<file path="src/shic_pkg.sv">
package shic_pkg;

    localparam int NUM_SEATS_DEF = 2;

    localparam int ADC_W   = 12;
    localparam int TEMP_W  = 6;
    localparam int LEVEL_W = 2;
    localparam int INT_W   = 3;
    localparam int CFG_IDX_W  = 2;
    localparam int CFG_DATA_W = 6;

    // full-scale conversion constants
    localparam int ADC_SCALE = 45;
    localparam int ADC_FULL  = 4095;

    localparam logic [TEMP_W-1:0] TEMP_MIN = TEMP_W'(5);
    localparam logic [TEMP_W-1:0] TEMP_MAX = TEMP_W'(40);

    localparam logic [TEMP_W-1:0] LOW_SP_RST  = TEMP_W'(25);
    localparam logic [TEMP_W-1:0] MED_SP_RST  = TEMP_W'(30);
    localparam logic [TEMP_W-1:0] HIGH_SP_RST = TEMP_W'(35);

    typedef enum logic {
        CMD_SAMPLE = 1'b0,
        CMD_BUTTON = 1'b1
    } t_command;

    typedef enum logic [CFG_IDX_W-1:0] {
        REG_LOW_SP  = 2'd0,
        REG_MED_SP  = 2'd1,
        REG_HIGH_SP = 2'd2
    } t_cfg_reg;

    typedef enum logic [LEVEL_W-1:0] {
        LVL_OFF  = 2'd0,
        LVL_LOW  = 2'd1,
        LVL_MED  = 2'd2,
        LVL_HIGH = 2'd3
    } t_level;

    typedef enum logic [INT_W-1:0] {
        INT_OFF  = 3'd0,
        INT_LOW  = 3'd1,
        INT_MED  = 3'd2,
        INT_HIGH = 3'd3,
        INT_ERR  = 3'd4
    } t_intensity;

endpackage

</file>
<file path="src/shic_in_if.sv">
interface shic_in_if;
    logic                        valid;
    logic                        ready;
    logic                        command;
    logic                        seat;
    logic [shic_pkg::ADC_W-1:0]  adc_sample;

    modport source (output valid, output command, output seat, output adc_sample,
                    input ready);
    modport sink   (input valid, input command, input seat, input adc_sample,
                    output ready);
endinterface

</file>
<file path="src/shic_out_if.sv">
interface shic_out_if;
    logic                          valid;
    logic                          ready;
    logic                          seat_out;
    logic [shic_pkg::TEMP_W-1:0]   temperature;
    logic                          temp_in_range;
    logic [shic_pkg::LEVEL_W-1:0]  desired_level;
    logic [shic_pkg::INT_W-1:0]    intensity;
    logic                          intensity_updated;

    modport source (output valid, output seat_out, output temperature,
                    output temp_in_range, output desired_level, output intensity,
                    output intensity_updated, input ready);
    modport sink   (input valid, input seat_out, input temperature,
                    input temp_in_range, input desired_level, input intensity,
                    input intensity_updated, output ready);
endinterface

</file>
<file path="src/seat_heater_intensity_controller.sv">
// channel   | dir | handshake        | payload
// i_req     | in  | valid / ready    | command, seat, adc_sample
// o_res     | out | valid / ready    | seat_out, temperature, temp_in_range,
//           |     |                  | desired_level, intensity, intensity_updated
// i_cfg_*   | in  | write enable     | register index, setpoint data
//
// one request per cycle while the result is not stalled; a request passes through the
// input register, then the result register, which holds the updated seat state
// the per-seat stores are written at the same edge as the result register, so a
// request for the same seat in the next cycle sees the update
// synchronous active-low reset clears the seat stores and restores setpoints
// a stalled result holds the pipe; the input register takes a request only while it is empty
module seat_heater_intensity_controller #(
    parameter int NUM_SEATS = shic_pkg::NUM_SEATS_DEF
) (
    input  logic                              i_clk,
    input  logic                              i_rst_n,
    shic_in_if.sink                           i_req,
    shic_out_if.source                        o_res,
    input  logic                              i_cfg_we,
    input  logic [shic_pkg::CFG_IDX_W-1:0]    i_cfg_index,
    input  logic [shic_pkg::CFG_DATA_W-1:0]   i_cfg_data
);

    localparam int TW    = shic_pkg::TEMP_W;
    localparam int LW    = shic_pkg::LEVEL_W;
    localparam int IW    = shic_pkg::INT_W;
    localparam int AW    = shic_pkg::ADC_W;
    // seat field is one bit wide, so at most two seats are addressable
    localparam int DEPTH = (NUM_SEATS < 2) ? NUM_SEATS : 2;
    localparam int SCW   = $clog2(NUM_SEATS + 1) + 1;
    localparam int PW    = AW + $clog2(shic_pkg::ADC_SCALE + 1);
    localparam int QW    = PW - AW;
    localparam int RW    = AW + 1;

    // setpoints
    logic [TW-1:0] r_low_sp, r_med_sp, r_high_sp;

    // per-seat stores
    logic [TW-1:0] r_temp  [DEPTH];
    logic [LW-1:0] r_level [DEPTH];
    logic [IW-1:0] r_int   [DEPTH];

    // input register
    logic          r_in_valid;
    logic          r_in_cmd;
    logic          r_in_seat;
    logic [AW-1:0] r_in_adc;

    // result register
    logic          r_out_valid;
    logic          r_out_seat;
    logic [TW-1:0] r_out_temp;
    logic          r_out_in_range;
    logic [LW-1:0] r_out_level;
    logic [IW-1:0] r_out_int;
    logic          r_out_updated;

    logic          advance;
    logic          seat_ok;
    logic [TW-1:0] cur_temp;
    logic [LW-1:0] cur_level;
    logic [IW-1:0] cur_int;
    logic [PW-1:0] adc_prod;
    logic [QW-1:0] quo0;
    logic [RW-1:0] rem0;
    logic [TW-1:0] now_temp;
    logic          changed;
    logic [TW-1:0] n_temp;
    logic [LW-1:0] n_level;
    logic [IW-1:0] n_int;
    logic          do_rc;
    logic [TW-1:0] setpt;
    logic [TW:0]   t7, d7;
    logic          in_range;

    assign advance     = r_in_valid && (!r_out_valid || o_res.ready);
    assign i_req.ready = !r_in_valid || advance;
    assign seat_ok     = SCW'(r_in_seat) < SCW'(NUM_SEATS);

    // read the addressed seat
    always_comb begin
        cur_temp  = '0;
        cur_level = '0;
        cur_int   = '0;
        for (int i = 0; i < DEPTH; i++) begin
            if (r_in_seat == 1'(i)) begin
                cur_temp  = r_temp[i];
                cur_level = r_level[i];
                cur_int   = r_int[i];
            end
        end
    end

    // floor(adc*45/4095): divide by 4096, then one correction step
    always_comb begin
        adc_prod = PW'(r_in_adc) * PW'(shic_pkg::ADC_SCALE);
        quo0     = adc_prod[PW-1:AW];
        rem0     = RW'(adc_prod[AW-1:0]) + RW'(quo0);
        if (rem0 >= RW'(shic_pkg::ADC_FULL)) begin
            now_temp = TW'(quo0) + TW'(1);
        end else begin
            now_temp = TW'(quo0);
        end
        changed = ((TW+1)'(cur_temp) + (TW+1)'(3) < (TW+1)'(now_temp)) ||
                  ((TW+1)'(cur_temp) > (TW+1)'(now_temp) + (TW+1)'(3));
    end

    // update and recompute
    always_comb begin
        n_temp  = cur_temp;
        n_level = cur_level;
        do_rc   = 1'b0;
        if (r_in_cmd == shic_pkg::CMD_BUTTON) begin
            n_level = cur_level + LW'(1);
            do_rc   = 1'b1;
        end else begin
            n_temp = now_temp;
            do_rc  = changed;
        end

        case (n_level)
            shic_pkg::LVL_LOW:  setpt = r_low_sp;
            shic_pkg::LVL_MED:  setpt = r_med_sp;
            shic_pkg::LVL_HIGH: setpt = r_high_sp;
            default:            setpt = '0;
        endcase

        t7       = (TW+1)'(n_temp);
        d7       = (TW+1)'(setpt);
        in_range = (n_temp >= shic_pkg::TEMP_MIN) && (n_temp <= shic_pkg::TEMP_MAX);

        n_int = cur_int;
        if (do_rc) begin
            if (!in_range) begin
                n_int = shic_pkg::INT_ERR;
            end else if (cur_int != shic_pkg::INT_OFF) begin
                if (t7 + (TW+1)'(10) < d7) begin
                    n_int = shic_pkg::INT_HIGH;
                end else if (t7 + (TW+1)'(5) < d7) begin
                    n_int = shic_pkg::INT_MED;
                end else if (t7 + (TW+1)'(2) < d7) begin
                    n_int = shic_pkg::INT_LOW;
                end else if (t7 > d7) begin
                    n_int = shic_pkg::INT_OFF;
                end
            end else if (t7 + (TW+1)'(3) < d7) begin
                n_int = shic_pkg::INT_LOW;
            end
        end
    end

    // configuration
    always_ff @(posedge i_clk) begin
        if (!i_rst_n) begin
            r_low_sp  <= shic_pkg::LOW_SP_RST;
            r_med_sp  <= shic_pkg::MED_SP_RST;
            r_high_sp <= shic_pkg::HIGH_SP_RST;
        end else if (i_cfg_we) begin
            case (i_cfg_index)
                shic_pkg::REG_LOW_SP:  r_low_sp  <= i_cfg_data;
                shic_pkg::REG_MED_SP:  r_med_sp  <= i_cfg_data;
                shic_pkg::REG_HIGH_SP: r_high_sp <= i_cfg_data;
                default: ;
            endcase
        end
    end

    // seat stores
    always_ff @(posedge i_clk) begin
        if (!i_rst_n) begin
            for (int i = 0; i < DEPTH; i++) begin
                r_temp[i]  <= '0;
                r_level[i] <= shic_pkg::LVL_OFF;
                r_int[i]   <= shic_pkg::INT_OFF;
            end
        end else if (advance && seat_ok) begin
            for (int i = 0; i < DEPTH; i++) begin
                if (r_in_seat == 1'(i)) begin
                    r_temp[i]  <= n_temp;
                    r_level[i] <= n_level;
                    r_int[i]   <= n_int;
                end
            end
        end
    end

    // input register
    always_ff @(posedge i_clk) begin
        if (!i_rst_n) begin
            r_in_valid <= 1'b0;
        end else if (i_req.ready) begin
            r_in_valid <= i_req.valid;
        end
    end

    always_ff @(posedge i_clk) begin
        if (i_req.valid && i_req.ready) begin
            r_in_cmd  <= i_req.command;
            r_in_seat <= i_req.seat;
            r_in_adc  <= i_req.adc_sample;
        end
    end

    // result register
    always_ff @(posedge i_clk) begin
        if (!i_rst_n) begin
            r_out_valid <= 1'b0;
        end else if (advance) begin
            r_out_valid <= 1'b1;
        end else if (o_res.ready) begin
            r_out_valid <= 1'b0;
        end
    end

    always_ff @(posedge i_clk) begin
        if (advance) begin
            r_out_seat <= r_in_seat;
            if (seat_ok) begin
                r_out_temp     <= n_temp;
                r_out_in_range <= in_range;
                r_out_level    <= n_level;
                r_out_int      <= n_int;
                r_out_updated  <= do_rc;
            end else begin
                r_out_temp     <= '0;
                r_out_in_range <= 1'b0;
                r_out_level    <= '0;
                r_out_int      <= '0;
                r_out_updated  <= 1'b0;
            end
        end
    end

    assign o_res.valid             = r_out_valid;
    assign o_res.seat_out          = r_out_seat;
    assign o_res.temperature       = r_out_temp;
    assign o_res.temp_in_range     = r_out_in_range;
    assign o_res.desired_level     = r_out_level;
    assign o_res.intensity         = r_out_int;
    assign o_res.intensity_updated = r_out_updated;

endmodule
</file>
<file path="src/flat_wrapper.sv">
// flat-port wrapper written by rule: the top's interface ports become plain ports
module seat_heater_intensity_controller_flat 
#(
    parameter int NUM_SEATS = shic_pkg::NUM_SEATS_DEF
)
  (i_clk, i_rst_n, i_cfg_we, i_cfg_index, i_cfg_data, i_req_valid, i_req_command, i_req_seat, i_req_adc_sample, i_req_ready, o_res_valid, o_res_seat_out, o_res_temperature, o_res_temp_in_range, o_res_desired_level, o_res_intensity, o_res_intensity_updated, o_res_ready);
  shic_in_if i_req_i ();
  shic_out_if o_res_i ();
  input  logic i_clk;
  input  logic i_rst_n;
  input  logic i_cfg_we;
  input  logic [shic_pkg::CFG_IDX_W-1:0] i_cfg_index;
  input  logic [shic_pkg::CFG_DATA_W-1:0] i_cfg_data;
  input wire logic [$bits(i_req_i.valid)-1:0] i_req_valid;
  input wire logic [$bits(i_req_i.command)-1:0] i_req_command;
  input wire logic [$bits(i_req_i.seat)-1:0] i_req_seat;
  input wire logic [$bits(i_req_i.adc_sample)-1:0] i_req_adc_sample;
  output wire logic [$bits(i_req_i.ready)-1:0] i_req_ready;
  output wire logic [$bits(o_res_i.valid)-1:0] o_res_valid;
  output wire logic [$bits(o_res_i.seat_out)-1:0] o_res_seat_out;
  output wire logic [$bits(o_res_i.temperature)-1:0] o_res_temperature;
  output wire logic [$bits(o_res_i.temp_in_range)-1:0] o_res_temp_in_range;
  output wire logic [$bits(o_res_i.desired_level)-1:0] o_res_desired_level;
  output wire logic [$bits(o_res_i.intensity)-1:0] o_res_intensity;
  output wire logic [$bits(o_res_i.intensity_updated)-1:0] o_res_intensity_updated;
  input wire logic [$bits(o_res_i.ready)-1:0] o_res_ready;
  assign i_req_i.valid = i_req_valid;
  assign i_req_i.command = i_req_command;
  assign i_req_i.seat = i_req_seat;
  assign i_req_i.adc_sample = i_req_adc_sample;
  assign i_req_ready = i_req_i.ready;
  assign o_res_valid = o_res_i.valid;
  assign o_res_seat_out = o_res_i.seat_out;
  assign o_res_temperature = o_res_i.temperature;
  assign o_res_temp_in_range = o_res_i.temp_in_range;
  assign o_res_desired_level = o_res_i.desired_level;
  assign o_res_intensity = o_res_i.intensity;
  assign o_res_intensity_updated = o_res_i.intensity_updated;
  assign o_res_i.ready = o_res_ready;
  seat_heater_intensity_controller #(.NUM_SEATS(NUM_SEATS)) u_core (.i_clk(i_clk), .i_rst_n(i_rst_n), .i_req(i_req_i), .o_res(o_res_i), .i_cfg_we(i_cfg_we), .i_cfg_index(i_cfg_index), .i_cfg_data(i_cfg_data));
endmodule
</file>
<file path="config.mk">
export PLATFORM = sky130hd
export DESIGN_NAME = seat_heater_intensity_controller_flat
export DESIGN_NICKNAME = d
export VERILOG_FILES = /design/src/shic_pkg.sv /design/src/shic_in_if.sv /design/src/shic_out_if.sv /design/src/seat_heater_intensity_controller.sv /design/src/flat_wrapper.sv
export SDC_FILE = /design/constraint.sdc
export NUM_CORES = 1
export LEC_CHECK = 0
export BUFFER_PORTS_ARGS = -buffer_cell sky130_fd_sc_hd__buf_4
export CORE_MARGIN = 3
export CORE_UTILIZATION = 50
export CTS_CLUSTER_DIAMETER = 40
export DETAILED_ROUTE_END_ITERATION = 12
export GPL_TIMING_DRIVEN = 0
export HOLD_SLACK_MARGIN = 0.08
export PLACE_DENSITY = 0.64
export SYNTH_ARGS = -nofsm -noshare
export SYNTH_HDL_FRONTEND = slang
export SYNTH_SLANG_ARGS = --single-unit
export TNS_END_PERCENT = 30
</file>
<file path="constraint.sdc">
create_clock -name i_clk -period 11.8 [get_ports i_clk]
set_clock_uncertainty 0.2 [all_clocks]
set_input_delay 0.59 -clock i_clk [delete_from_list [all_inputs] [get_ports i_clk]]
set_output_delay 0.59 -clock i_clk [all_outputs]
set_load 0.02 [all_outputs]
</file>
==> results.py, run 1 <==
metrics = {
    "place": {
        "placed_cells": 930,
        "gp_congestion": 0.9040,
        "io_buffers": 42,
        "dp_hpwl_um": 13070,
        "dpl_cell_area_um2": 7268,
    },
    "setup_path": {
        "slowest_stage": "a211oi_2",
        "worstSetupPathType": "flip-flop to flip-flop",
        "critical-path-top-delay-family": "compound AO/OA/AOI/OAI gates",
        "cp.required_ns": 11.78,
        "worst-path-max-fanout": 10,
        "critical_path_arrival_ns": 10.11,
        "critPathBufInv": 7,
        "critPathMaxStageDelay_ns": 0.66,
        "endpoint_kind": "flip-flop",
        "r2r-start": "u_core.r_in_adc[2]$_DFFE_PP_",
        "r2r_cells": 36,
        "timing.rr.end": "u_core.r_int[0][2]$_DFFE_PP_",
        "critPathLaunchType": "flip-flop",
        "regToRegSetupSlack_ns": 1.67,
    },
    "floorplanning": {
        "die_x_um": 122.0,
        "chipHeight_um": 122.0,
        "core_um2": 12880,
        "initial_utilization_pct": 52.25,
        "fp-row-count": 41,
        "io_pins": 43,
        "dieArea_um2": 14880,
    },
    "pwr": {
        "fin_total_pwr_mw": 1.973,
        "p_leak_nw": 3.348,
        "power.density_nw_per_um2": 259.5,
        "ir_worst_vdd_v": 0.0001457,
    },
    "clock_network": {
        "cts_sinks": 70,
        "cts_resized": 0,
        "hold_buffers": 0,
        "cts-root-buf": "clkbuf_16",
        "clk-insertion-delay-late_ns": 0.34,
        "htreeDepth": 3,
        "cts.path.max_buffers": 2,
        "path_clk_slew_ns": 0.06,
        "cts_made_buffers": 9,
        "post-cts-setup-buffer-count": 0,
        "tritoncts": "done",
    },
    "yosys": {
        "syn_inst": 715,
        "ys_types": 79,
        "async_reset_ff_share_pct": 0,
        "yosysSeqAreaShare_pct": 28.27,
        "syn_avg_cell_area_um2": 9.409,
        "yosys_warnings": 0,
        "syn-cell-area_um2": 6728,
        "synth_edf_count": 50,
        "ys.flop_type": "edfxtp_1",
        "ys_ff_latch": 70,
        "synth_fp_nets": 837,
    },
    "final_layout": {
        "area_delta_synth_final_pct": 13.02,
        "layout-drive-gt1-share_pct": 12.02,
        "num-nets-final": 891,
        "final_common_cell": "ha_1",
        "fillCellCount": 1100,
        "layout_common_cells": "ha_1 (80), inv_1 (68), edfxtp_1 (50), nand2_1 (47), buf_4 (46)",
        "final_cells": 946,
        "finalInstanceArea_um2": 7604,
        "antennaDiodeCount": 0,
    },
    "routing": {
        "vias_per_cell": 5.985,
        "via_count": 5662,
        "wirelength_um": 16830,
        "routedWlPerCell_um": 17.79,
        "ant_nets": 0,
        "drtIter0Drc": 424,
        "first_pass_iters": 5,
        "route.detailed.drc": 0,
    },
    "sta": {
        "slew_viol_final": 0,
        "max_slew_margin_pct": 13.48,
        "period_share_pct": 85.88,
        "finalHoldViolCount": 0,
        "tightest_slew_ns": 1.295,
        "rsz0062_at_grt": "no",
        "fin_crit_ns": 10.13,
        "setup_tns_ns": 0,
        "clock.fmax_ghz": 0.09868,
        "setup_viol": 0,
    },
    "worst_hold_path": {
        "min_path_cells": 1,
        "min_from": "i_req_adc_sample[6]",
        "hp-class": "primary input to flip-flop",
        "hold_end": "u_core.r_in_adc[6]$_DFFE_PP_",
    },
    "global_routing": {
        "grt_max_degree": 19,
        "grt_pass1_wl_um": 28450,
        "grt-ovfl-total": 0,
        "antenna_found_initial": 0,
        "first_global_vias": 5761,
        "grt_usage_pct": 23.88,
    },
    "status": {
        "status": "completed",
    },
    "flow_run": {
        "drv_cap": 0,
    },
}
## stage by stage
stage,setup slack [ns],hold WS (ns),utilization (%)
after CTS,1.781,0.2205,59.05
final,1.666,0.2270,59.05
after global routing,0.9795,0.2136,59.05
after floorplan,3.475,0.2413,-
after global placement,2.077,0.2537,56.37
after detailed placement,1.869,0.2619,56.45
## where the power goes
group | internal (mW) | switching [mW]
clock | 0.187 | 0.103
sequential | 0.297 | 0.00852
combinational | 0.548 | 0.829
## cell type report
type / instances / area (um2) / area share [%]
timing repair buffer: 43 / 322.8 / 4.246
multi-input combinational: 549 / 4442 / 58.42
tap: 172 / 215.2 / 2.830
buffer: 25 / 120.1 / 1.580
sequential: 70 / 1902 / 25.01
inverter: 71 / 266.5 / 3.505
clock inverter: 2 / 17.52 / 0.2304
clock buffer: 14 / 317.8 / 4.180
## kinds of logic (layout without fill, tap and decap cells)
kind of cell / Yosys count / in the layout / share of synthesized area, %
AO/OA/AOI/OAI: 180 / 180 / 19.58
XOR/XNOR: 52 / 52 / 7.197
adder cells (fa/ha/maj): 97 / 97 / 19.64
buffers and inverters: 96 / 155 / 5.747
flip-flops: 70 / 70 / 28.27
multiplexers: 37 / 37 / 5.579
AND/OR/NAND/NOR: 183 / 183 / 13.99
## cells in the mapped netlist, types with 4 or more instances
library cell | count | area, um2
a2111oi_0 | 5 | 43.79
a211oi_1 | 8 | 60.06
a21o_1 | 17 | 127.6
a21oi_1 | 40 | 200.2
a311oi_1 | 4 | 35.03
a31oi_1 | 4 | 25.02
a41oi_1 | 5 | 43.79
and2_1 | 5 | 31.28
and3_1 | 5 | 31.28
buf_2 | 6 | 30.03
clkbuf_1 | 13 | 48.80
dfxtp_1 | 20 | 400.4
edfxtp_1 | 50 | 1501
fa_1 | 15 | 300.3
ha_1 | 80 | 1001
inv_1 | 68 | 255.2
mux2_2 | 4 | 45.04
mux2i_1 | 33 | 330.3
nand2_1 | 47 | 176.4
nand2b_1 | 8 | 50.05
nand3_1 | 16 | 80.08
nand3b_1 | 4 | 30.03
nand4_1 | 10 | 62.56
nor2_1 | 40 | 150.1
nor2b_1 | 15 | 93.84
nor3_1 | 10 | 50.05
nor4_1 | 5 | 31.28
o211ai_1 | 10 | 75.07
o21a_1 | 11 | 82.58
o21ai_0 | 22 | 110.1
o21ai_1 | 4 | 20.02
o31a_1 | 5 | 43.79
or3_1 | 6 | 37.54
xnor2_1 | 40 | 350.3
xor2_1 | 9 | 78.83
## how the worst max path moves through the flow
stage / slack (ns) / cells past startpoint / endpoint / start
after floorplan: 3.47 / 37 / u_core.r_int[0][2]$_DFFE_PP_ / u_core.r_in_adc[2]$_DFFE_PP_
after global placement: 2.08 / 36 / u_core.r_int[0][2]$_DFFE_PP_ / u_core.r_in_adc[4]$_DFFE_PP_
after CTS: 1.78 / 36 / u_core.r_int[0][2]$_DFFE_PP_ / u_core.r_in_adc[4]$_DFFE_PP_
after detailed placement: 1.87 / 34 / u_core.r_int[0][2]$_DFFE_PP_ / u_core.r_in_adc[1]$_DFFE_PP_
after global routing: 0.98 / 36 / u_core.r_int[0][2]$_DFFE_PP_ / u_core.r_in_adc[2]$_DFFE_PP_
final: 1.67 / 36 / u_core.r_int[0][2]$_DFFE_PP_ / u_core.r_in_adc[2]$_DFFE_PP_
## state kept, by name, indices dropped and copies added (netlist names), 3 cells and up
name	flops
u_core.o_res.temperature	6
u_core.r_high_sp	6
u_core.r_temp	12
u_core.o_res.intensity	3
u_core.r_int	6
u_core.r_low_sp	6
u_core.r_in_adc	12
u_core.r_level	4
u_core.r_med_sp	6
## per-layer routing
layer / wire, um / vias up / GRT usage, % / part of all wire, %
li1: - / 2734 / - / -
met1: 7534 / 2700 / 31.79 / 45
met2: 8099 / 195 / 39.78 / 48
met3: 849 / 33 / 3.528 / 5.0
met4: 342 / 0 / 8.263 / 2.0
met5: 0 / - / 0 / 0
No activity file was read; power rests on OpenSTA's default activity.
==> run 2, diff against run 1 <==
--- a/config.mk
+++ b/config.mk
@@ -10,3 +10,2 @@
 export CORE_UTILIZATION = 50
-export CTS_CLUSTER_DIAMETER = 40
 export DETAILED_ROUTE_END_ITERATION = 12
==> constraint.sdc (replaced) <==
create_clock -name i_clk -period 11.8 [get_ports i_clk]
set_clock_uncertainty 0.2 [all_clocks]
set_input_delay 0 -clock i_clk [delete_from_list [all_inputs] [get_ports i_clk]]
set_output_delay 0 -clock i_clk [all_outputs]
set_load 0.02 [all_outputs]
==> results.py, run 2 (synthesis results as in run 1) <==
metrics = {
    "setup_path": {
        "cp.required_ns": 11.78,
        "critPathMaxStageDelay_ns": 0.67,
        "timing.rr.end": "u_core.r_int[0][2]$_DFFE_PP_",
        "r2r-start": "u_core.r_in_adc[8]$_DFFE_PP_",
        "critical_path_arrival_ns": 10.17,
        "cp_common_cell": "ha_1",
        "endpoint_kind": "flip-flop",
        "r2r_cells": 36,
        "worstSetupPathType": "flip-flop to flip-flop",
        "regToRegSetupSlack_ns": 1.61,
        "slowest_stage": "a211oi_2",
        "critPathLaunchType": "flip-flop",
        "worst-path-max-fanout": 10,
    },
    "floorplanning": {
        "core_um2": 12880,
        "initial_utilization_pct": 52.25,
        "chipHeight_um": 122.0,
        "fp-row-count": 41,
        "io_pins": 43,
        "dieArea_um2": 14880,
        "die_x_um": 122.0,
    },
    "clock_network": {
        "cts_sinks": 70,
        "cts_made_buffers": 9,
        "cts-root-buf": "clkbuf_16",
        "tritoncts": "done",
        "hold_buffers": 29,
        "cts.path.max_buffers": 2,
        "clk-insertion-delay-late_ns": 0.34,
        "post-cts-setup-buffer-count": 0,
        "path_clk_slew_ns": 0.06,
        "htreeDepth": 3,
        "cts_resized": 0,
    },
    "final_layout": {
        "area_delta_synth_final_pct": 17.33,
        "final_cells": 975,
        "reg.largest.list": "u_core.r_in_adc (12), u_core.r_temp (12)",
        "final_common_cell": "ha_1",
        "layout-drive-gt1-share_pct": 11.58,
        "layout_common_cells": "ha_1 (80), inv_1 (68), edfxtp_1 (50), nand2_1 (47), buf_4 (46)",
        "antennaDiodeCount": 0,
        "num-nets-final": 920,
        "final_util_pct": 61.31,
    },
    "worst_hold_path": {
        "hold_end": "u_core.r_high_sp[1]$_SDFFE_PN1P_",
        "hp-class": "primary input to flip-flop",
        "min_path_cells": 4,
        "min_from": "i_cfg_index[0]",
    },
    "sta": {
        "setup_tns_ns": 0,
        "hold_slack_ns": 0.1264,
        "tightest_slew_ns": 1.169,
        "fin_crit_ns": 10.19,
        "clock.fmax_ghz": 0.09812,
        "slew_viol_final": 0,
        "setup_viol": 0,
        "period_share_pct": 86.37,
        "rsz0062_at_grt": "no",
        "max_slew_margin_pct": 19.86,
        "finalHoldViolCount": 0,
    },
    "place": {
        "gp_congestion": 0.9040,
        "io_buffers": 42,
        "dp_hpwl_um": 13070,
        "placed_cells": 930,
    },
    "routing": {
        "ant_nets": 0,
        "routed.top_layer": "met4",
        "dr_wl_met3_um": 803,
        "first_pass_iters": 5,
        "drtIter0Drc": 431,
        "wirelength_um": 17540,
        "route.detailed.drc": 0,
        "routedWlPerCell_um": 17.99,
        "met1_length_um": 7743,
        "via_count": 5798,
        "vias_per_cell": 5.947,
        "dr_wl_met2_um": 8628,
    },
    "global_routing": {
        "grt_max_degree": 19,
        "grt-ovfl-total": 0,
        "grt_usage_pct": 24.79,
        "first_global_vias": 5949,
        "antenna_found_initial": 0,
        "grt_pass1_wl_um": 29480,
    },
    "status": {
        "status": "completed",
    },
    "flow_run": {
        "drv_cap": 0,
    },
    "pwr": {
        "p_leak_nw": 3.463,
        "ir_worst_vdd_v": 0.0001463,
        "power.density_nw_per_um2": 251.4,
    },
}
==> run 2: through the flow <==
stage / worst slack [ns] / power, mW / cell area (um2)
after floorplan: 3.475 / 1.350 / 6728
after global placement: 2.077 / 1.617 / 7258
after detailed placement: 1.869 / 1.661 / 7268
after CTS: 1.781 / 1.971 / 7894
after global routing: 0.9617 / 2.161 / 7894
final: 1.609 / 1.985 / 7894
==> run 2: worst max-delay path, delay by kind of cell (launching register included) <==
kind	cells	cell delay, ns
xor+xnor	2	0.33
compound gates	9	2.70
buf+inv	7	1.45
simple gates	11	2.50
flops	1	0.45
fa+ha+maj	7	2.36
==> run 2: how the worst max path moves through the flow <==
| stage | end | startpoint | slack (ns) | cells after the start |
|---|---|---|---|---|
| global placement | u_core.r_int[0][2]$_DFFE_PP_ | u_core.r_in_adc[4]$_DFFE_PP_ | 2.08 | 36 |
| finish | u_core.r_int[0][2]$_DFFE_PP_ | u_core.r_in_adc[8]$_DFFE_PP_ | 1.61 | 36 |
| CTS | u_core.r_int[0][2]$_DFFE_PP_ | u_core.r_in_adc[4]$_DFFE_PP_ | 1.78 | 36 |
| global route | u_core.r_int[0][2]$_DFFE_PP_ | u_core.r_in_adc[2]$_DFFE_PP_ | 0.96 | 36 |
| detailed placement | u_core.r_int[0][2]$_DFFE_PP_ | u_core.r_in_adc[1]$_DFFE_PP_ | 1.87 | 34 |
| floorplan | u_core.r_int[0][2]$_DFFE_PP_ | u_core.r_in_adc[2]$_DFFE_PP_ | 3.47 | 37 |
==> run 2: area by class of cell <==
class	instances	area [um2]
Clock inverter	2	17.52
Clock buffer	14	317.8
Tap cell	172	215.2
Timing Repair Buffer	72	613.1
Sequential cell	70	1902
Inverter	71	266.5
Buffer	25	120.1
Multi-Input combinational cell	549	4442
Fill cell	1065	4982
==> run 2: report_power, final <==
group | switching [mW] | leakage, nW | total [mW] | internal [mW]
clock | 0.105 | 0.164 | 0.292 | 0.187
sequential | 0.00887 | 0.660 | 0.306 | 0.297
combinational | 0.832 | 2.64 | 1.39 | 0.554
==> run 2: routing by layer <==
| metal | track usage, % | up-vias |
|---|---|---|
| li1 | - | 2789 |
| met3 | 3.528 | 34 |
| met1 | 32.33 | 2805 |
| met4 | 8.053 | 0 |
| met5 | 0 | - |
| met2 | 42.47 | 170 |
